<file path="src/hdl/ccsw_pkg.sv">
`timescale 1ns / 1ps

package ccsw_pkg;

    localparam logic [2:0] OP_TICK     = 3'd0;
    localparam logic [2:0] OP_SET_TIME = 3'd1;
    localparam logic [2:0] OP_SES_START = 3'd2;
    localparam logic [2:0] OP_ACTIVITY = 3'd3;
    localparam logic [2:0] OP_SES_END  = 3'd4;

    localparam logic [2:0] REG_TICKS_PER_MIN = 3'd0;
    localparam logic [2:0] REG_HB_PERIOD     = 3'd1;
    localparam logic [2:0] REG_OPEN_HOUR     = 3'd2;
    localparam logic [2:0] REG_CLOSE_HOUR    = 3'd3;
    localparam logic [2:0] REG_WARN_TICKS    = 3'd4;
    localparam logic [2:0] REG_EXPIRE_TICKS  = 3'd5;

    localparam logic [5:0] RST_TICKS_PER_MIN = 6'd60;
    localparam logic [5:0] RST_HB_PERIOD     = 6'd20;
    localparam logic [4:0] RST_OPEN_HOUR     = 5'd8;
    localparam logic [4:0] RST_CLOSE_HOUR    = 5'd20;
    localparam logic [5:0] RST_WARN_TICKS    = 6'd19;
    localparam logic [5:0] RST_EXPIRE_TICKS  = 6'd31;

    localparam logic [5:0] RST_MINUTE = 6'd0;
    localparam logic [4:0] RST_HOUR   = 5'd10;
    localparam logic [4:0] RST_DAY    = 5'd1;
    localparam logic [3:0] RST_MONTH  = 4'd1;

    localparam logic [6:0] MINUTES_PER_HOUR = 7'd60;
    localparam logic [5:0] HOURS_PER_DAY    = 6'd24;
    localparam logic [4:0] MONTHS_PER_YEAR  = 5'd12;

    typedef struct packed {
        logic [5:0] minute;
        logic [4:0] hour;
        logic [4:0] day;
        logic [3:0] month;
    } t_cal;

    typedef struct packed {
        logic advance;
        logic load;
    } t_cal_ctl;

    typedef struct packed {
        logic step;
        logic clear;
    } t_hb_ctl;

    // No leap years; out-of-range months count as 31 days.
    function automatic logic [4:0] month_len(input logic [3:0] month);
        logic [4:0] len;
        case (month) inside
            4'd2:                    len = 5'd28;
            4'd4, 4'd6, 4'd9, 4'd11: len = 5'd30;
            default:                 len = 5'd31;
        endcase
        return len;
    endfunction

endpackage

</file>
<file path="src/hdl/ccsw_cal.sv">
`timescale 1ns / 1ps

module ccsw_cal (
    input  logic              i_clk,
    input  logic              i_rst_n,
    input  ccsw_pkg::t_cal_ctl i_ctl,
    input  ccsw_pkg::t_cal    i_set,
    output ccsw_pkg::t_cal    o_cur,
    output ccsw_pkg::t_cal    o_nxt
);

    ccsw_pkg::t_cal r_cal;
    ccsw_pkg::t_cal n_cal;
    logic [6:0]     w_min_inc;
    logic [5:0]     w_hour_inc;
    logic [5:0]     w_day_inc;
    logic [4:0]     w_month_inc;
    logic [4:0]     w_len;

    assign w_min_inc   = {1'b0, r_cal.minute} + 7'd1;
    assign w_hour_inc  = {1'b0, r_cal.hour} + 6'd1;
    assign w_day_inc   = {1'b0, r_cal.day} + 6'd1;
    assign w_month_inc = {1'b0, r_cal.month} + 5'd1;
    assign w_len       = ccsw_pkg::month_len(r_cal.month);

    always_comb begin
        n_cal = r_cal;
        if (i_ctl.load) begin
            n_cal = i_set;
        end else if (i_ctl.advance) begin
            // ripple the carry up through hour, day and month
            if (w_min_inc < ccsw_pkg::MINUTES_PER_HOUR) begin
                n_cal.minute = w_min_inc[5:0];
            end else begin
                n_cal.minute = 6'd0;
                if (w_hour_inc < ccsw_pkg::HOURS_PER_DAY) begin
                    n_cal.hour = w_hour_inc[4:0];
                end else begin
                    n_cal.hour = 5'd0;
                    if (w_day_inc <= {1'b0, w_len}) begin
                        n_cal.day = w_day_inc[4:0];
                    end else begin
                        n_cal.day = 5'd1;
                        n_cal.month = (w_month_inc > ccsw_pkg::MONTHS_PER_YEAR) ?
                                      4'd1 : w_month_inc[3:0];
                    end
                end
            end
        end
    end

    always_ff @(posedge i_clk) begin
        if (!i_rst_n) begin
            r_cal.minute <= ccsw_pkg::RST_MINUTE;
            r_cal.hour   <= ccsw_pkg::RST_HOUR;
            r_cal.day    <= ccsw_pkg::RST_DAY;
            r_cal.month  <= ccsw_pkg::RST_MONTH;
        end else begin
            r_cal <= n_cal;
        end
    end

    assign o_cur = r_cal;
    assign o_nxt = n_cal;

endmodule

</file>
<file path="src/hdl/ccsw_hb.sv">
`timescale 1ns / 1ps

module ccsw_hb (
    input  logic              i_clk,
    input  logic              i_rst_n,
    input  logic              i_period_we,
    input  logic [5:0]        i_period,
    input  logic [5:0]        i_tick,
    input  ccsw_pkg::t_hb_ctl i_ctl,
    output logic              o_hb,
    output logic              o_busy
);

    // r_phase tracks tick_count mod period; a period write rebuilds it
    // with a bit-serial remainder, one tick bit per cycle.
    logic [5:0] r_period;
    logic [5:0] r_phase;
    logic [5:0] n_phase;
    logic [5:0] w_phase_inc;
    logic       r_busy;
    logic [2:0] r_cnt;
    logic [5:0] r_rem;
    logic [6:0] w_rem_sh;
    logic [6:0] w_rem_nxt;

    assign w_phase_inc = r_phase + 6'd1;
    assign n_phase     = (w_phase_inc == r_period) ? 6'd0 : w_phase_inc;
    assign o_hb        = (r_period != 6'd0) && (n_phase == 6'd0);
    assign o_busy      = r_busy;

    assign w_rem_sh  = {r_rem, i_tick[r_cnt]};
    assign w_rem_nxt = (w_rem_sh >= {1'b0, r_period}) ?
                       (w_rem_sh - {1'b0, r_period}) : w_rem_sh;

    always_ff @(posedge i_clk) begin
        if (!i_rst_n) begin
            r_period <= ccsw_pkg::RST_HB_PERIOD;
            r_phase  <= 6'd0;
            r_busy   <= 1'b0;
            r_cnt    <= 3'd0;
            r_rem    <= 6'd0;
        end else if (i_period_we) begin
            r_period <= i_period;
            r_busy   <= 1'b1;
            r_cnt    <= 3'd5;
            r_rem    <= 6'd0;
        end else if (r_busy) begin
            r_rem <= w_rem_nxt[5:0];
            if (r_cnt == 3'd0) begin
                r_busy  <= 1'b0;
                r_phase <= w_rem_nxt[5:0];
            end else begin
                r_cnt <= r_cnt - 3'd1;
            end
        end else if (i_ctl.clear) begin
            r_phase <= 6'd0;
        end else if (i_ctl.step) begin
            r_phase <= n_phase;
        end
    end

endmodule

</file>
<file path="src/hdl/calendar_clock_with_session_watch.sv">
`timescale 1ns / 1ps
// The input is captured in the input register and its result in the result register,
// where it is held until taken.
// Throughput: one item per cycle unless a result waits on i_out_ready; the input
// register can take a new item while a result waits. A heartbeat_period write holds
// o_in_ready low while the heartbeat phase is rebuilt by the bit-serial remainder unit.
// Reset (i_rst_n low, synchronous): calendar 1 Jan 10:00, registers to defaults, no items.
module calendar_clock_with_session_watch (
    input  logic       i_clk,
    input  logic       i_rst_n,
    input  logic       i_cfg_we,
    input  logic [2:0] i_cfg_addr,
    input  logic [5:0] i_cfg_data,
    input  logic       i_in_valid,
    output logic       o_in_ready,
    input  logic [2:0] i_operation,
    input  logic       i_terminal_busy,
    input  logic [4:0] i_set_day,
    input  logic [3:0] i_set_month,
    input  logic [4:0] i_set_hour,
    input  logic [5:0] i_set_minute,
    output logic       o_out_valid,
    input  logic       i_out_ready,
    output logic [5:0] o_minute_out,
    output logic [4:0] o_hour_out,
    output logic [4:0] o_day_out,
    output logic [3:0] o_month_out,
    output logic       o_heartbeat,
    output logic       o_lock_signal,
    output logic       o_unlock_signal,
    output logic       o_idle_warning,
    output logic       o_session_expired
);

    // configuration
    logic [5:0] r_ticks_per_min;
    logic [4:0] r_open_hour;
    logic [4:0] r_close_hour;
    logic [5:0] r_warn_ticks;
    logic [5:0] r_expire_ticks;
    logic       w_period_we;

    // input register
    logic           r_in_valid;
    logic [2:0]     r_op;
    logic           r_term_busy;
    ccsw_pkg::t_cal r_set;

    // block state
    logic [5:0] r_tick;
    logic [5:0] n_tick;
    logic [5:0] r_idle;
    logic [5:0] n_idle;
    logic       r_armed;
    logic       n_armed;
    logic       r_pend;
    logic       n_pend;

    // result register
    logic           r_out_valid;
    ccsw_pkg::t_cal r_out_cal;
    logic           r_hb;
    logic           r_lock;
    logic           r_unlock;
    logic           r_warn;
    logic           r_expired;

    logic              w_adv;
    logic              w_fire;
    logic              w_hb_busy;
    logic              w_hb_raw;
    logic [5:0]        w_tick_inc;
    logic [5:0]        w_idle_inc;
    logic              w_outside;
    logic              w_roll;
    logic              n_hb;
    logic              n_lock;
    logic              n_unlock;
    logic              n_warn;
    logic              n_expired;
    logic              w_busy_eff;
    ccsw_pkg::t_cal    w_cal_cur;
    ccsw_pkg::t_cal    w_cal_nxt;
    ccsw_pkg::t_cal_ctl w_cal_ctl;
    ccsw_pkg::t_hb_ctl  w_hb_ctl;

    assign w_period_we = i_cfg_we && (i_cfg_addr == ccsw_pkg::REG_HB_PERIOD);

    always_ff @(posedge i_clk) begin
        if (!i_rst_n) begin
            r_ticks_per_min <= ccsw_pkg::RST_TICKS_PER_MIN;
            r_open_hour     <= ccsw_pkg::RST_OPEN_HOUR;
            r_close_hour    <= ccsw_pkg::RST_CLOSE_HOUR;
            r_warn_ticks    <= ccsw_pkg::RST_WARN_TICKS;
            r_expire_ticks  <= ccsw_pkg::RST_EXPIRE_TICKS;
        end else if (i_cfg_we) begin
            unique case (i_cfg_addr)
                ccsw_pkg::REG_TICKS_PER_MIN: r_ticks_per_min <= i_cfg_data;
                ccsw_pkg::REG_OPEN_HOUR:     r_open_hour     <= i_cfg_data[4:0];
                ccsw_pkg::REG_CLOSE_HOUR:    r_close_hour    <= i_cfg_data[4:0];
                ccsw_pkg::REG_WARN_TICKS:    r_warn_ticks    <= i_cfg_data;
                ccsw_pkg::REG_EXPIRE_TICKS:  r_expire_ticks  <= i_cfg_data;
                default: ;
            endcase
        end
    end

    assign w_adv      = !r_out_valid || i_out_ready;
    assign w_fire     = r_in_valid && w_adv && !w_hb_busy;
    assign o_in_ready = !w_hb_busy && (!r_in_valid || w_adv);

    always_ff @(posedge i_clk) begin
        if (!i_rst_n) begin
            r_in_valid <= 1'b0;
        end else if (o_in_ready) begin
            r_in_valid <= i_in_valid;
        end
    end

    always_ff @(posedge i_clk) begin
        if (i_in_valid && o_in_ready) begin
            r_op         <= i_operation;
            r_term_busy  <= i_terminal_busy;
            r_set.day    <= i_set_day;
            r_set.month  <= i_set_month;
            r_set.hour   <= i_set_hour;
            r_set.minute <= i_set_minute;
        end
    end

    assign w_tick_inc = r_tick + 6'd1;
    assign w_idle_inc = r_idle + 6'd1;
    assign w_roll     = (w_tick_inc >= r_ticks_per_min);
    // window check uses the calendar from before this tick
    assign w_outside  = (w_cal_cur.hour > r_close_hour) ||
                        ((w_cal_cur.hour == r_close_hour) && (w_cal_cur.minute != 6'd0)) ||
                        (w_cal_cur.hour < r_open_hour);

    always_comb begin
        n_tick     = r_tick;
        n_idle     = r_idle;
        n_armed    = r_armed;
        n_pend     = r_pend;
        n_hb       = 1'b0;
        n_lock     = 1'b0;
        n_unlock   = 1'b0;
        n_warn     = 1'b0;
        n_expired  = 1'b0;
        w_busy_eff = r_term_busy;
        w_cal_ctl  = '0;
        w_hb_ctl   = '0;
        if (w_fire) begin
            unique case (r_op)
                ccsw_pkg::OP_TICK: begin
                    if (r_armed) begin
                        n_idle = w_idle_inc;
                        if (w_idle_inc == r_warn_ticks) begin
                            n_warn = 1'b1;
                        end else if (w_idle_inc == r_expire_ticks) begin
                            n_expired  = 1'b1;
                            n_idle     = 6'd0;
                            n_armed    = 1'b0;
                            w_busy_eff = 1'b1;
                        end
                    end
                    if (!w_busy_eff && w_outside) begin
                        n_lock = 1'b1;
                        n_pend = 1'b1;
                    end else if (r_pend && !w_outside) begin
                        n_unlock = 1'b1;
                        n_pend   = 1'b0;
                    end
                    n_hb           = w_hb_raw && (w_tick_inc != 6'd0);
                    n_tick         = w_roll ? 6'd0 : w_tick_inc;
                    w_cal_ctl.advance = w_roll;
                    w_hb_ctl.step  = 1'b1;
                    w_hb_ctl.clear = w_roll;
                end
                ccsw_pkg::OP_SET_TIME: begin
                    n_tick         = 6'd0;
                    w_cal_ctl.load = 1'b1;
                    w_hb_ctl.clear = 1'b1;
                end
                ccsw_pkg::OP_SES_START: begin
                    n_armed = 1'b1;
                    n_idle  = 6'd0;
                end
                ccsw_pkg::OP_ACTIVITY: begin
                    n_idle = 6'd0;
                end
                ccsw_pkg::OP_SES_END: begin
                    n_armed = 1'b0;
                    n_idle  = 6'd0;
                end
                default: ;
            endcase
        end
    end

    always_ff @(posedge i_clk) begin
        if (!i_rst_n) begin
            r_tick  <= 6'd0;
            r_idle  <= 6'd0;
            r_armed <= 1'b0;
            r_pend  <= 1'b1;
        end else begin
            r_tick  <= n_tick;
            r_idle  <= n_idle;
            r_armed <= n_armed;
            r_pend  <= n_pend;
        end
    end

    ccsw_cal u_cal (
        .i_clk   (i_clk),
        .i_rst_n (i_rst_n),
        .i_ctl   (w_cal_ctl),
        .i_set   (r_set),
        .o_cur   (w_cal_cur),
        .o_nxt   (w_cal_nxt)
    );

    ccsw_hb u_hb (
        .i_clk       (i_clk),
        .i_rst_n     (i_rst_n),
        .i_period_we (w_period_we),
        .i_period    (i_cfg_data),
        .i_tick      (r_tick),
        .i_ctl       (w_hb_ctl),
        .o_hb        (w_hb_raw),
        .o_busy      (w_hb_busy)
    );

    always_ff @(posedge i_clk) begin
        if (!i_rst_n) begin
            r_out_valid <= 1'b0;
        end else if (w_adv) begin
            r_out_valid <= w_fire;
        end
    end

    always_ff @(posedge i_clk) begin
        if (w_fire) begin
            r_out_cal <= w_cal_nxt;
            r_hb      <= n_hb;
            r_lock    <= n_lock;
            r_unlock  <= n_unlock;
            r_warn    <= n_warn;
            r_expired <= n_expired;
        end
    end

    assign o_out_valid       = r_out_valid;
    assign o_minute_out      = r_out_cal.minute;
    assign o_hour_out        = r_out_cal.hour;
    assign o_day_out         = r_out_cal.day;
    assign o_month_out       = r_out_cal.month;
    assign o_heartbeat       = r_hb;
    assign o_lock_signal     = r_lock;
    assign o_unlock_signal   = r_unlock;
    assign o_idle_warning    = r_warn;
    assign o_session_expired = r_expired;

endmodule
</file>
<file path="config.mk">
export PLATFORM = sky130hd
export DESIGN_NAME = calendar_clock_with_session_watch
export DESIGN_NICKNAME = d
export VERILOG_FILES = /design/src/hdl/ccsw_pkg.sv /design/src/hdl/ccsw_cal.sv /design/src/hdl/ccsw_hb.sv /design/src/hdl/calendar_clock_with_session_watch.sv
export SDC_FILE = /design/constraint.sdc
export NUM_CORES = 1
export LEC_CHECK = 0
export ABC_AREA = 0
export BUFFER_PORTS_ARGS = -buffer_cell sky130_fd_sc_hd__buf_2
export CELL_PAD_IN_SITES_DETAIL_PLACEMENT = 2
export CELL_PAD_IN_SITES_GLOBAL_PLACEMENT = 2
export CORE_UTILIZATION = 40
export CTS_BUF_LIST = sky130_fd_sc_hd__clkbuf_8
export DETAILED_ROUTE_END_ITERATION = 6
export MAX_ROUTING_LAYER = met4
export PLACE_DENSITY = 0.81
export SLEW_MARGIN = 20
export SYNTH_ARGS = -nofsm -noshare
export SYNTH_HDL_FRONTEND = slang
export SYNTH_SLANG_ARGS = --single-unit
</file>
<file path="constraint.sdc">
create_clock -name i_clk -period 7.36 [get_ports i_clk]
set_input_delay 0.736 -clock i_clk [delete_from_list [all_inputs] [get_ports i_clk]]
set_output_delay 0.736 -clock i_clk [all_outputs]
set_load 0.02 [all_outputs]
</file>
==> impl_metrics.xml, run 1 <==
<?xml version="1.0" encoding="UTF-8"?>
<metrics>
  <group name="synthesis">
    <metric name="basic_gate_share_of_the_synthesized_area_counting_and_or_nand_and_nor_cells" unit="">0.181</metric>
    <metric name="synth_async_sr_flop_share" unit="">0</metric>
    <metric name="main_combinational_cell_family_by_area_after_synthesis" unit="">simple AND/OR/NAND/NOR gates</metric>
    <metric name="synthesis.area" unit="mm2">0.00702</metric>
    <metric name="synth.lib_cells_used.distinct" unit="">82</metric>
    <metric name="edff_count_synth" unit="">49</metric>
    <metric name="syn_area_per_cell" unit="um2">9.66</metric>
    <metric name="arithmetic_cell_share_of_the_synthesized_area_counting_full_adders_half_adders_and_majority_gates" unit="">0.0670</metric>
    <metric name="post_synth_xor_area_fraction" unit="">0.0477</metric>
    <metric name="number_of_register_bits_inferred_by_synthesis" unit="">135</metric>
    <metric name="synth_compound_gate_area_share" unit="">0.160</metric>
    <metric name="mappedNetlistNets" unit="">802</metric>
    <metric name="synth_ff_type" unit="">dfxtp_1</metric>
    <metric name="syn_inst" unit="">727</metric>
    <metric name="synth_seq_area_share" unit="">0.455</metric>
    <metric name="synth.area.mux_share" unit="">0.0506</metric>
    <metric name="yosysWarnings" unit="">0</metric>
  </group>
  <group name="setup_path">
    <metric name="criticalPathCategory" unit="">register to register</metric>
    <metric name="crit_arrival" unit="ps">4140</metric>
    <metric name="crit_top_cell" unit="">nor2_1</metric>
    <metric name="path_cells" unit="">nand3_1 -&gt; nor2_1 -&gt; xor2_1 -&gt; ha_1 -&gt; and3_1 -&gt; a22o_1 -&gt; a311oi_2 -&gt; nor2_1 -&gt; or4_1 -&gt; o41ai_1 -&gt; a32o_1</metric>
    <metric name="cp_slowest_stage_delay" unit="ps">670</metric>
    <metric name="critPathLaunchType" unit="">register</metric>
    <metric name="highest_net_fanout_along_the_worst_path" unit="">7</metric>
    <metric name="timing.critical_path.to_type" unit="">register</metric>
    <metric name="critical-path-slowest-cell" unit="">or4_1</metric>
    <metric name="timing.critical_path.required" unit="ps">7750</metric>
  </group>
  <group name="grt">
    <metric name="grt_antenna_before_repair" unit="">0</metric>
    <metric name="grt_use_met1" unit="">0.311</metric>
    <metric name="grt_use_total" unit="">0.265</metric>
    <metric name="groute.layer.met2.usage" unit="">0.458</metric>
    <metric name="maximum_number_of_pins_on_one_net_before_global_route_repair" unit="">45</metric>
    <metric name="gr-usage-met3" unit="">0.0529</metric>
    <metric name="grt_overflow" unit="">0</metric>
    <metric name="grt_pass1_wl" unit="mm">35.3</metric>
    <metric name="global_route.peak_usage_layer" unit="">met2</metric>
    <metric name="grt_pass1_vias" unit="">6614</metric>
  </group>
  <group name="clock_tree">
    <metric name="ctsLongestPathBuffers" unit="">2</metric>
    <metric name="cts.root.buffer_cell" unit="">clkbuf_8</metric>
    <metric name="clock_pin_transition_on_the_worst_setup_and_hold_timing_paths" unit="ps">80</metric>
    <metric name="number_of_h_tree_levels" unit="">4</metric>
    <metric name="postCtsSetupBuffers" unit="">0</metric>
    <metric name="clkLatencyLatePin" unit="ps">450</metric>
    <metric name="cts_inserted_buffers" unit="">17</metric>
    <metric name="tritoncts" unit="">done</metric>
    <metric name="cts_repair_resize_count" unit="">0</metric>
    <metric name="numClockSinks" unit="">135</metric>
    <metric name="postCtsHoldBufs" unit="">0</metric>
  </group>
  <group name="timing">
    <metric name="slew_violations" unit="">0</metric>
    <metric name="final_min_period_over_clock_period" unit="">0.510</metric>
    <metric name="worstMarginPinSlew" unit="ps">1060</metric>
    <metric name="setup_violations" unit="">0</metric>
    <metric name="rsz_0062_raised_after_global_routing" unit="">no</metric>
    <metric name="clock-skew-final" unit="ps">12.9</metric>
    <metric name="fmax" unit="MHz">267</metric>
    <metric name="timing.max_slew.rel_slack" unit="">0.290</metric>
    <metric name="total_negative_slack_for_setup_checks" unit="ps">0</metric>
    <metric name="timing.final.hold_violations" unit="">0</metric>
    <metric name="period_minus_slack" unit="ps">3750</metric>
  </group>
  <group name="drt">
    <metric name="wl_final" unit="mm">22.0</metric>
    <metric name="drt-initial-drc-count" unit="">343</metric>
    <metric name="viasPerCell" unit="">5.75</metric>
    <metric name="vias" unit="">5896</metric>
    <metric name="drc" unit="">0</metric>
    <metric name="wire_per_inst" unit="um">21.4</metric>
    <metric name="detailedRoute.firstPassIterationCount" unit="">5</metric>
    <metric name="postRouteAntennaNets" unit="">0</metric>
  </group>
  <group name="pwr">
    <metric name="sw_frac_of_total" unit="">0.261</metric>
    <metric name="switching_power" unit="W">0.000416</metric>
    <metric name="p_per_area" unit="mW/mm2">201</metric>
    <metric name="pwr-share-comb" unit="">0.085</metric>
    <metric name="fin_total_pwr" unit="W">0.00160</metric>
    <metric name="share_seq_of_total_power" unit="">0.517</metric>
    <metric name="share_clk_of_total_power" unit="">0.398</metric>
    <metric name="lkg_pwr" unit="nW">3.23</metric>
    <metric name="intPower" unit="W">0.00118</metric>
    <metric name="worst_ir_drop_vdd" unit="mV">0.144</metric>
  </group>
  <group name="final_layout">
    <metric name="layout_common_cells" unit="">86 x dfxtp_1, 78 x nand2_1, 64 x buf_2</metric>
    <metric name="diodes_inserted" unit="">0</metric>
    <metric name="final-instance-count-excl-fill" unit="">1025</metric>
    <metric name="syn_to_final_growth" unit="%">13.3</metric>
    <metric name="mostFrequentLayoutCell" unit="">dfxtp_1</metric>
    <metric name="final_layout_size_suffix_gt1_frac" unit="">0.149</metric>
    <metric name="finalNetCount" unit="">862</metric>
  </group>
  <group name="floorplan">
    <metric name="start_util" unit="">0.408</metric>
    <metric name="die_width" unit="um">135</metric>
    <metric name="core_region" unit="mm2">0.0172</metric>
    <metric name="num_rows" unit="">48</metric>
    <metric name="die_area" unit="mm2">0.0181</metric>
    <metric name="fp.dieH" unit="um">135</metric>
    <metric name="io_pins" unit="">65</metric>
  </group>
  <group name="placement">
    <metric name="post-place-cells" unit="">993</metric>
    <metric name="count_of_input_and_output_buffers" unit="">64</metric>
    <metric name="dp_hpwl" unit="mm">15.4</metric>
    <metric name="placer_s_final_routability_congestion_estimate" unit="">0.842</metric>
  </group>
  <group name="flow_run">
    <metric name="maxCapViolCount" unit="">0</metric>
  </group>
  <group name="worst_hold_path">
    <metric name="hp-class" unit="">input pin to register</metric>
  </group>
  <group name="run_status">
    <metric name="status" unit="">completed</metric>
  </group>
</metrics>
-- worst max-delay path, delay by kind of cell, from the launching register on --
kind / cells / cell delay [ps]
adders and majority gates: 1 / 290
AOI/OAI and AO/OA: 4 / 1240
and+or+nand+nor: 5 / 1490
DFF: 1 / 430
xor gates and xnor gates: 1 / 240
-- power groups by stage --
stage               logic (W)  registers, W  clock network (W)
global placement     0.000124      0.000839                  0
finish               0.000136      0.000825           0.000634
detailed placement   0.000134      0.000841                  0
floorplan           0.0000791      0.000840                  0
global route         0.000149      0.000828           0.000675
CTS                  0.000136      0.000825           0.000646
-- final timing paths --
kind,start,to,slack (ps),depth (start not counted)
min reg2reg,u_hb.r_rem[5],u_hb.r_rem[5],470,2
max,r_tick[2],u_hb.r_phase[5],3610,11
max reg2reg,r_tick[2],u_hb.r_phase[5],3610,11
min,i_set_day[2],r_set[6],450,1
-- flip-flops by register name (all words and copies together) (netlist names), 3 cells and up --
name	cells
r_idle	6
u_hb.r_cnt	3
u_hb.r_period	6
r_close_hour	5
o_hour_out	5
r_open_hour	5
r_ticks_per_min	6
r_set	20
r_tick	6
r_expire_ticks	6
o_day_out	5
u_cal.o_cur	20
u_hb.r_rem	6
r_op	3
o_minute_out	6
u_hb.r_phase	6
r_warn_ticks	6
o_month_out	4
-- synth_stat cells (all sizes together) (12+ instances only) --
cell,instances,share of area
nor2,62,0.033
xnor2,20,0.025
edfxtp,49,0.21
inv,40,0.021
ha,36,0.064
nand3,27,0.020
clkbuf,24,0.013
and2,17,0.015
nand2,79,0.043
a21oi,37,0.026
o21ai,26,0.019
nand2b,12,0.012
dfxtp,86,0.25
mux2i,31,0.044
xor2,13,0.016
-- cells by family (layout without fill, tap and decap cells) --
family / count (synthesis) / after routing
compound gates: 159 / 159
mux: 34 / 34
xor+xnor: 35 / 35
fa+ha+maj: 37 / 37
buf+inv: 70 / 143
flops: 135 / 135
simple gates: 257 / 257
-- routing by layer --
metal / share of wire / vias up / routed length, um
met5: 0 / - / 0
met4: 0.016 / 0 / 352
met3: 0.035 / 28 / 767
met2: 0.52 / 107 / 11400
met1: 0.43 / 3017 / 9470
li1: - / 2744 / -
-- cell type report --
class | count | area, um2
clock buffer | 20 | 275
clock inverter | 12 | 126
fill | 1829 | 9280
inverter | 42 | 159
multi-input combinational | 522 | 3560
sequential | 135 | 3190
tap | 225 | 282
timing repair buffer | 69 | 358
-- metrics by stage --
| step | utilization | hold slack (ps) | area, um2 | worst slack [ps] |
|---|---|---|---|---|
| after floorplan | - | 436 | 7020 | 4230 |
| after global placement | 0.438 | 444 | 7550 | 3970 |
| after detailed placement | 0.438 | 475 | 7550 | 3780 |
| after CTS | 0.461 | 424 | 7950 | 3690 |
| after global routing | 0.462 | 408 | 7960 | 3460 |
| final | 0.462 | 452 | 7960 | 3610 |
(Power assumes the default switching activity.)
==> run 2, diff against run 1 <==
--- a/config.mk
+++ b/config.mk
@@ -9,11 +9,11 @@
 export BUFFER_PORTS_ARGS = -buffer_cell sky130_fd_sc_hd__buf_2
 export CELL_PAD_IN_SITES_DETAIL_PLACEMENT = 2
 export CELL_PAD_IN_SITES_GLOBAL_PLACEMENT = 2
-export CORE_UTILIZATION = 40
+export CORE_UTILIZATION = 36
 export CTS_BUF_LIST = sky130_fd_sc_hd__clkbuf_8
 export DETAILED_ROUTE_END_ITERATION = 6
 export MAX_ROUTING_LAYER = met4
-export PLACE_DENSITY = 0.81
+export PLACE_DENSITY = 0.77
 export SLEW_MARGIN = 20
 export SYNTH_ARGS = -nofsm -noshare
 export SYNTH_HDL_FRONTEND = slang
==> constraint.sdc (replaced) <==
create_clock -name i_clk -period 3.3 [get_ports i_clk]
set_input_delay 0.33 -clock i_clk [delete_from_list [all_inputs] [get_ports i_clk]]
set_output_delay 0.33 -clock i_clk [all_outputs]
set_load 0.02 [all_outputs]
==> impl_metrics.xml, run 2 (synthesized netlist as in run 1, its figures left out) <==
<?xml version="1.0" encoding="UTF-8"?>
<metrics>
  <group name="run_status">
    <metric name="status" unit="">completed</metric>
  </group>
  <group name="clock_tree">
    <metric name="ctsLongestPathBuffers" unit="">2</metric>
    <metric name="clkLatencyLatePin" unit="ps">460</metric>
    <metric name="clock_pin_transition_on_the_worst_setup_and_hold_timing_paths" unit="ps">80</metric>
    <metric name="cts.root.buffer_cell" unit="">clkbuf_8</metric>
    <metric name="number_of_h_tree_levels" unit="">4</metric>
    <metric name="numClockSinks" unit="">135</metric>
    <metric name="tritoncts" unit="">done</metric>
    <metric name="cts_inserted_buffers" unit="">17</metric>
  </group>
  <group name="floorplan">
    <metric name="die_area" unit="mm2">0.0201</metric>
    <metric name="core_region" unit="mm2">0.0189</metric>
    <metric name="io_pins" unit="">65</metric>
    <metric name="fp.dieH" unit="um">142</metric>
    <metric name="die_width" unit="um">142</metric>
    <metric name="num_rows" unit="">50</metric>
    <metric name="start_util" unit="">0.372</metric>
  </group>
  <group name="timing">
    <metric name="rsz_0062_raised_after_global_routing" unit="">no</metric>
    <metric name="worstMarginPinSlew" unit="ps">787</metric>
    <metric name="fmax" unit="MHz">311</metric>
    <metric name="final_min_period_over_clock_period" unit="">0.973</metric>
    <metric name="setup_ws_post_layout" unit="ps">87.8</metric>
    <metric name="clock-skew-final" unit="ps">12.8</metric>
    <metric name="period_minus_slack" unit="ps">3210</metric>
    <metric name="timing.final.hold_violations" unit="">0</metric>
    <metric name="setup_violations" unit="">0</metric>
    <metric name="whs" unit="ps">37.1</metric>
    <metric name="slew_violations" unit="">0</metric>
    <metric name="timing.max_slew.rel_slack" unit="">0.475</metric>
  </group>
  <group name="pwr">
    <metric name="lkg_pwr" unit="nW">3.33</metric>
    <metric name="worst_ir_drop_vdd" unit="mV">0.250</metric>
    <metric name="p_per_area" unit="mW/mm2">426</metric>
  </group>
  <group name="setup_path">
    <metric name="timing.critical_path.required" unit="ps">3660</metric>
    <metric name="criticalPathCategory" unit="">register to register</metric>
    <metric name="cp_slowest_stage_delay" unit="ps">600</metric>
    <metric name="path_cells" unit="">ha_2 -&gt; nand3_2 -&gt; xnor2_2 -&gt; ha_1 -&gt; and3_4 -&gt; a22o_1 -&gt; a311oi_2 -&gt; buf_4 -&gt; or4_4 -&gt; a221o_1 -&gt; a31o_1 -&gt; and2_1</metric>
    <metric name="r2r.worst_path.cells" unit="">12</metric>
    <metric name="timing.critical_path.to_type" unit="">register</metric>
    <metric name="highest_net_fanout_along_the_worst_path" unit="">8</metric>
    <metric name="crit_arrival" unit="ps">3570</metric>
    <metric name="critPathLaunchType" unit="">register</metric>
    <metric name="critical-path-slowest-cell" unit="">or4_4</metric>
  </group>
  <group name="placement">
    <metric name="place_ws" unit="ps">-136</metric>
    <metric name="dp_hpwl" unit="mm">16.2</metric>
    <metric name="post-place-cells" unit="">1042</metric>
    <metric name="placer_s_final_routability_congestion_estimate" unit="">0.861</metric>
    <metric name="count_of_input_and_output_buffers" unit="">64</metric>
  </group>
  <group name="final_layout">
    <metric name="final-instance-count-excl-fill" unit="">1078</metric>
    <metric name="final_layout_size_suffix_gt1_frac" unit="">0.177</metric>
    <metric name="multi_input_area" unit="mm2">0.00361</metric>
    <metric name="register_area" unit="mm2">0.00320</metric>
    <metric name="diodes_inserted" unit="">0</metric>
    <metric name="mostFrequentLayoutCell" unit="">dfxtp_1</metric>
    <metric name="finalNetCount" unit="">880</metric>
    <metric name="layout_common_cells" unit="">84 x dfxtp_1, 77 x nand2_1, 64 x buf_2</metric>
    <metric name="syn_to_final_growth" unit="%">15.9</metric>
    <metric name="fill_cells" unit="">2108</metric>
  </group>
  <group name="grt">
    <metric name="grt_overflow" unit="">0</metric>
    <metric name="grt_pass1_wl" unit="mm">36.0</metric>
    <metric name="maximum_number_of_pins_on_one_net_before_global_route_repair" unit="">43</metric>
    <metric name="grt_use_total" unit="">0.243</metric>
    <metric name="grt_antenna_before_repair" unit="">0</metric>
    <metric name="grt_pass1_vias" unit="">6755</metric>
  </group>
  <group name="worst_hold_path">
    <metric name="hp-class" unit="">input pin to register</metric>
    <metric name="hold_path_depth" unit="">1</metric>
  </group>
  <group name="drt">
    <metric name="wl_final" unit="mm">22.7</metric>
    <metric name="detailedRoute.firstPassIterationCount" unit="">4</metric>
    <metric name="viasPerCell" unit="">5.55</metric>
    <metric name="postRouteAntennaNets" unit="">0</metric>
    <metric name="drc" unit="">0</metric>
    <metric name="drt-initial-drc-count" unit="">154</metric>
    <metric name="wire_per_inst" unit="um">21.0</metric>
    <metric name="vias" unit="">5988</metric>
  </group>
  <group name="flow_run">
    <metric name="maxCapViolCount" unit="">0</metric>
  </group>
</metrics>
[run 2: cell count changes in the layout (fill, tap and decap cells not counted), moves of 3 or more]
cell      change
buf_4        +18
clkbuf_8      -3
clkinv_2      +4
inv_1         +3
[run 2: final timing paths]
| check | start | endpoint | slack, ps |
|---|---|---|---|
| worst max-delay path | r_tick[1] | u_cal.o_cur[7] | 90 |
| worst min register to register | u_hb.r_period[5] | u_hb.r_period[5] | 470 |
| worst max register to register | r_tick[1] | u_cal.o_cur[7] | 90 |
| worst min-delay path | i_set_day[2] | r_set[6] | 40 |
[run 2: report_power, final]
part	switching [W]	internal [W]	total, W
combinational	0.000194	0.000115	0.000309
clock	0.000669	0.000648	0.00132
sequential	0.0000497	0.00179	0.00184
[run 2: what timing repair did]
item / 4_1_cts / 5_1_grt
hold buffers: 0 / 0
pin swaps: 1 / 3
buffers inserted: 2 / 2
endpoints found under the hold margin: 0 / 0
endpoints found under the setup margin: 14 / 22
gates resized for setup: 4 / 8
[run 2: area by class of cell]
cell class,count,area share
flip-flops and latches,135,0.393
clock inverters,15,0.0155
multi-input cells,522,0.443
clock buffers,17,0.0287
well taps,260,0.0400
inverters,42,0.0195
repair buffers,87,0.0606
[run 2: routing by layer]
layer	GRT usage	wire (um)	vias to the layer above
met5	-	0	-
met4	0.0911	499	0
met3	0.0452	634	41
met2	0.422	11800	92
met1	0.276	9780	3070
li1	-	-	2785
[run 2: per-stage QoR]
stage	area [um2]	power [W]	utilization	TNS, ps
2_1_floorplan	7020	0.00205	-	0
3_3_place_gp	7700	0.00215	0.407	0
3_5_place_dp	7700	0.00218	0.407	-573
4_1_cts	8090	0.00351	0.428	0
5_1_grt	8140	0.00360	0.431	0
6_report	8140	0.00347	0.431	0
[run 2: critical path: cells and delay by family, from the launching register on]
kind            cells  cell delay (ps)
flops               1              360
buf+inv             1              180
fa+ha+maj           2              540
compound gates      4              790
simple gates        4             1060
xor+xnor            1              180
==> run 3, diff against run 2 <==
--- a/config.mk
+++ b/config.mk
@@ -13,7 +13,7 @@
 export CTS_BUF_LIST = sky130_fd_sc_hd__clkbuf_8
 export DETAILED_ROUTE_END_ITERATION = 6
 export MAX_ROUTING_LAYER = met4
-export PLACE_DENSITY = 0.77
+export PLACE_DENSITY_LB_ADDON = 0.1
 export SLEW_MARGIN = 20
 export SYNTH_ARGS = -nofsm -noshare
 export SYNTH_HDL_FRONTEND = slang
==> impl_metrics.xml, run 3 (synthesized netlist as in run 1, its figures left out) <==
<?xml version="1.0" encoding="UTF-8"?>
<metrics>
  <group name="timing">
    <metric name="setup_violations" unit="">0</metric>
    <metric name="clock-skew-final" unit="ps">14.7</metric>
    <metric name="final_min_period_over_clock_period" unit="">0.948</metric>
    <metric name="timing.max_slew.rel_slack" unit="">0.466</metric>
    <metric name="worstMarginPinSlew" unit="ps">795</metric>
    <metric name="total_negative_slack_for_setup_checks" unit="ps">0</metric>
    <metric name="timing.final.hold_violations" unit="">0</metric>
    <metric name="fmax" unit="MHz">320</metric>
    <metric name="slew_violations" unit="">0</metric>
    <metric name="period_minus_slack" unit="ps">3130</metric>
  </group>
  <group name="grt">
    <metric name="grt_pass1_vias" unit="">6447</metric>
    <metric name="global_route.peak_usage_layer" unit="">met2</metric>
    <metric name="maximum_number_of_pins_on_one_net_before_global_route_repair" unit="">43</metric>
    <metric name="grt_use_met1" unit="">0.289</metric>
    <metric name="grt_overflow" unit="">0</metric>
    <metric name="grt_use_total" unit="">0.238</metric>
    <metric name="grt_antenna_before_repair" unit="">0</metric>
    <metric name="grt_pass1_wl" unit="mm">35.3</metric>
    <metric name="groute.layer.met2.usage" unit="">0.394</metric>
    <metric name="gr-usage-met3" unit="">0.0493</metric>
  </group>
  <group name="worst_hold_path">
    <metric name="worst_hold_path.endpoint" unit="">r_set[5]</metric>
    <metric name="worstHoldStart" unit="">i_set_day[1]</metric>
    <metric name="hp-class" unit="">input pin to register</metric>
    <metric name="hold_path_depth" unit="">1</metric>
  </group>
  <group name="pwr">
    <metric name="share_seq_of_total_power" unit="">0.489</metric>
    <metric name="sw_frac_of_total" unit="">0.251</metric>
    <metric name="p_per_area" unit="mW/mm2">457</metric>
    <metric name="intPower" unit="W">0.00282</metric>
    <metric name="worst_ir_drop_vdd" unit="mV">0.242</metric>
    <metric name="pwr-share-comb" unit="">0.081</metric>
    <metric name="lkg_pwr" unit="nW">3.35</metric>
    <metric name="share_clk_of_total_power" unit="">0.430</metric>
    <metric name="switching_power" unit="W">0.000941</metric>
  </group>
  <group name="floorplan">
    <metric name="num_rows" unit="">50</metric>
    <metric name="core_region" unit="mm2">0.0189</metric>
    <metric name="die_area" unit="mm2">0.0201</metric>
    <metric name="die_width" unit="um">142</metric>
    <metric name="io_pins" unit="">65</metric>
    <metric name="start_util" unit="">0.372</metric>
    <metric name="fp.dieH" unit="um">142</metric>
  </group>
  <group name="setup_path">
    <metric name="critical-path-slowest-cell" unit="">or4b_1</metric>
    <metric name="highest_net_fanout_along_the_worst_path" unit="">9</metric>
    <metric name="timing.critical_path.required" unit="ps">3700</metric>
    <metric name="critPathLaunchType" unit="">register</metric>
    <metric name="crit_arrival" unit="ps">3520</metric>
    <metric name="criticalPathCategory" unit="">register to register</metric>
    <metric name="timing.critical_path.to_type" unit="">register</metric>
    <metric name="timing.reg2reg.setup_slack" unit="ps">170</metric>
    <metric name="timing.critical_path.buf_inv" unit="">0</metric>
    <metric name="cp_slowest_stage_delay" unit="ps">540</metric>
    <metric name="r2r.worst_path.cells" unit="">11</metric>
    <metric name="worst_r2r_endpoint" unit="">u_cal.o_cur[11]</metric>
    <metric name="path_cells" unit="">ha_1 -&gt; nand3_1 -&gt; xnor2_2 -&gt; ha_1 -&gt; and3_4 -&gt; a22o_1 -&gt; a311o_1 -&gt; nand3_2 -&gt; or4b_1 -&gt; a31oi_1 -&gt; and2_1</metric>
    <metric name="crit_top_cell" unit="">ha_1</metric>
    <metric name="path_delay_family" unit="">simple AND/OR/NAND/NOR gates</metric>
    <metric name="worstReg2RegStart" unit="">r_tick[0]</metric>
  </group>
  <group name="drt">
    <metric name="viasPerCell" unit="">5.47</metric>
    <metric name="vias" unit="">5880</metric>
    <metric name="drt-initial-drc-count" unit="">213</metric>
    <metric name="drc" unit="">0</metric>
    <metric name="wire_per_inst" unit="um">20.4</metric>
    <metric name="detailedRoute.firstPassIterationCount" unit="">6</metric>
    <metric name="wl_final" unit="mm">22.0</metric>
    <metric name="postRouteAntennaNets" unit="">0</metric>
  </group>
  <group name="final_layout">
    <metric name="final_layout_size_suffix_gt1_frac" unit="">0.184</metric>
    <metric name="syn_to_final_growth" unit="%">17.2</metric>
    <metric name="diodes_inserted" unit="">0</metric>
    <metric name="final-instance-count-excl-fill" unit="">1075</metric>
    <metric name="finalNetCount" unit="">877</metric>
    <metric name="layout_common_cells" unit="">83 x dfxtp_1, 78 x nand2_1, 64 x buf_2</metric>
    <metric name="mostFrequentLayoutCell" unit="">dfxtp_1</metric>
  </group>
  <group name="clock_tree">
    <metric name="cts.root.buffer_cell" unit="">clkbuf_8</metric>
    <metric name="ctsLongestPathBuffers" unit="">2</metric>
    <metric name="tritoncts" unit="">done</metric>
    <metric name="number_of_h_tree_levels" unit="">4</metric>
    <metric name="clkLatencyLatePin" unit="ps">450</metric>
    <metric name="clock_pin_transition_on_the_worst_setup_and_hold_timing_paths" unit="ps">90</metric>
    <metric name="cts_inserted_buffers" unit="">17</metric>
    <metric name="numClockSinks" unit="">135</metric>
  </group>
  <group name="placement">
    <metric name="post-place-cells" unit="">1040</metric>
    <metric name="dp_hpwl" unit="mm">15.7</metric>
    <metric name="count_of_input_and_output_buffers" unit="">64</metric>
    <metric name="placer_s_final_routability_congestion_estimate" unit="">0.809</metric>
  </group>
  <group name="run_status">
    <metric name="status" unit="">completed</metric>
  </group>
  <group name="flow_run">
    <metric name="maxCapViolCount" unit="">0</metric>
  </group>
</metrics>
-- run 3: how the worst max path moves through the flow --
stage / slack (ps) / cells after the start / endpoint / from
after global routing: -20 / 12 / u_cal.o_cur[6] / u_cal.o_cur[0]
final: 170 / 11 / u_cal.o_cur[11] / r_tick[0]
after floorplan: 170 / 12 / u_hb.r_phase[5] / r_tick[2]
after CTS: 4 / 11 / u_cal.o_cur[11] / r_tick[0]
after detailed placement: -160 / 11 / u_hb.r_phase[5] / r_tick[0]
after global placement: 50 / 11 / u_hb.r_phase[5] / r_tick[0]
-- run 3: area by class of cell --
class                   count  area, um2
fillers                  2069      10700
multi-input cells         522       3620
flip-flops and latches    135       3200
repair buffers             84        470
well taps                 260        325
clock buffers              18        248
clock inverters            14        204
inverters                  42        159
-- run 3: per-layer routing --
layer | wire (um) | up-vias | share of wire
met2 | 10900 | 89 | 0.50
met5 | 0 | - | 0
li1 | - | 2786 | -
met3 | 661 | 32 | 0.030
met4 | 403 | 0 | 0.018
met1 | 9960 | 2973 | 0.45
-- run 3: power by group through the flow --
stage | combinational (W) | sequential [W] | clock [W]
2_1_floorplan | 0.000176 | 0.00187 | 0
3_3_place_gp | 0.000287 | 0.00187 | 0
3_5_place_dp | 0.000305 | 0.00188 | 0
4_1_cts | 0.000309 | 0.00184 | 0.00166
5_1_grt | 0.000339 | 0.00185 | 0.00172
6_report | 0.000306 | 0.00184 | 0.00161
-- run 3: stage by stage --
step           utilization  worst slack (ps)  hold WS (ps)  power (W)  cell area, um2
6_report             0.436               173          44.8    0.00376            8230
5_1_grt              0.436             -15.1          7.67    0.00390            8230
4_1_cts              0.432              4.19          12.3    0.00380            8170
3_5_place_dp         0.407              -164           471    0.00218            7680
3_3_place_gp         0.407              46.7           447    0.00216            7680
2_1_floorplan            -               171           429    0.00205            7020
-- run 3: what timing repair did --
item                                    in CTS  in global routing
pin swaps                                    0                  2
hold endpoints to repair                     0                  0
endpoints found under the setup margin      17                 27
buffers inserted                             1                  2
resized for setup                            6                 11
hold buffers                                 0                  0
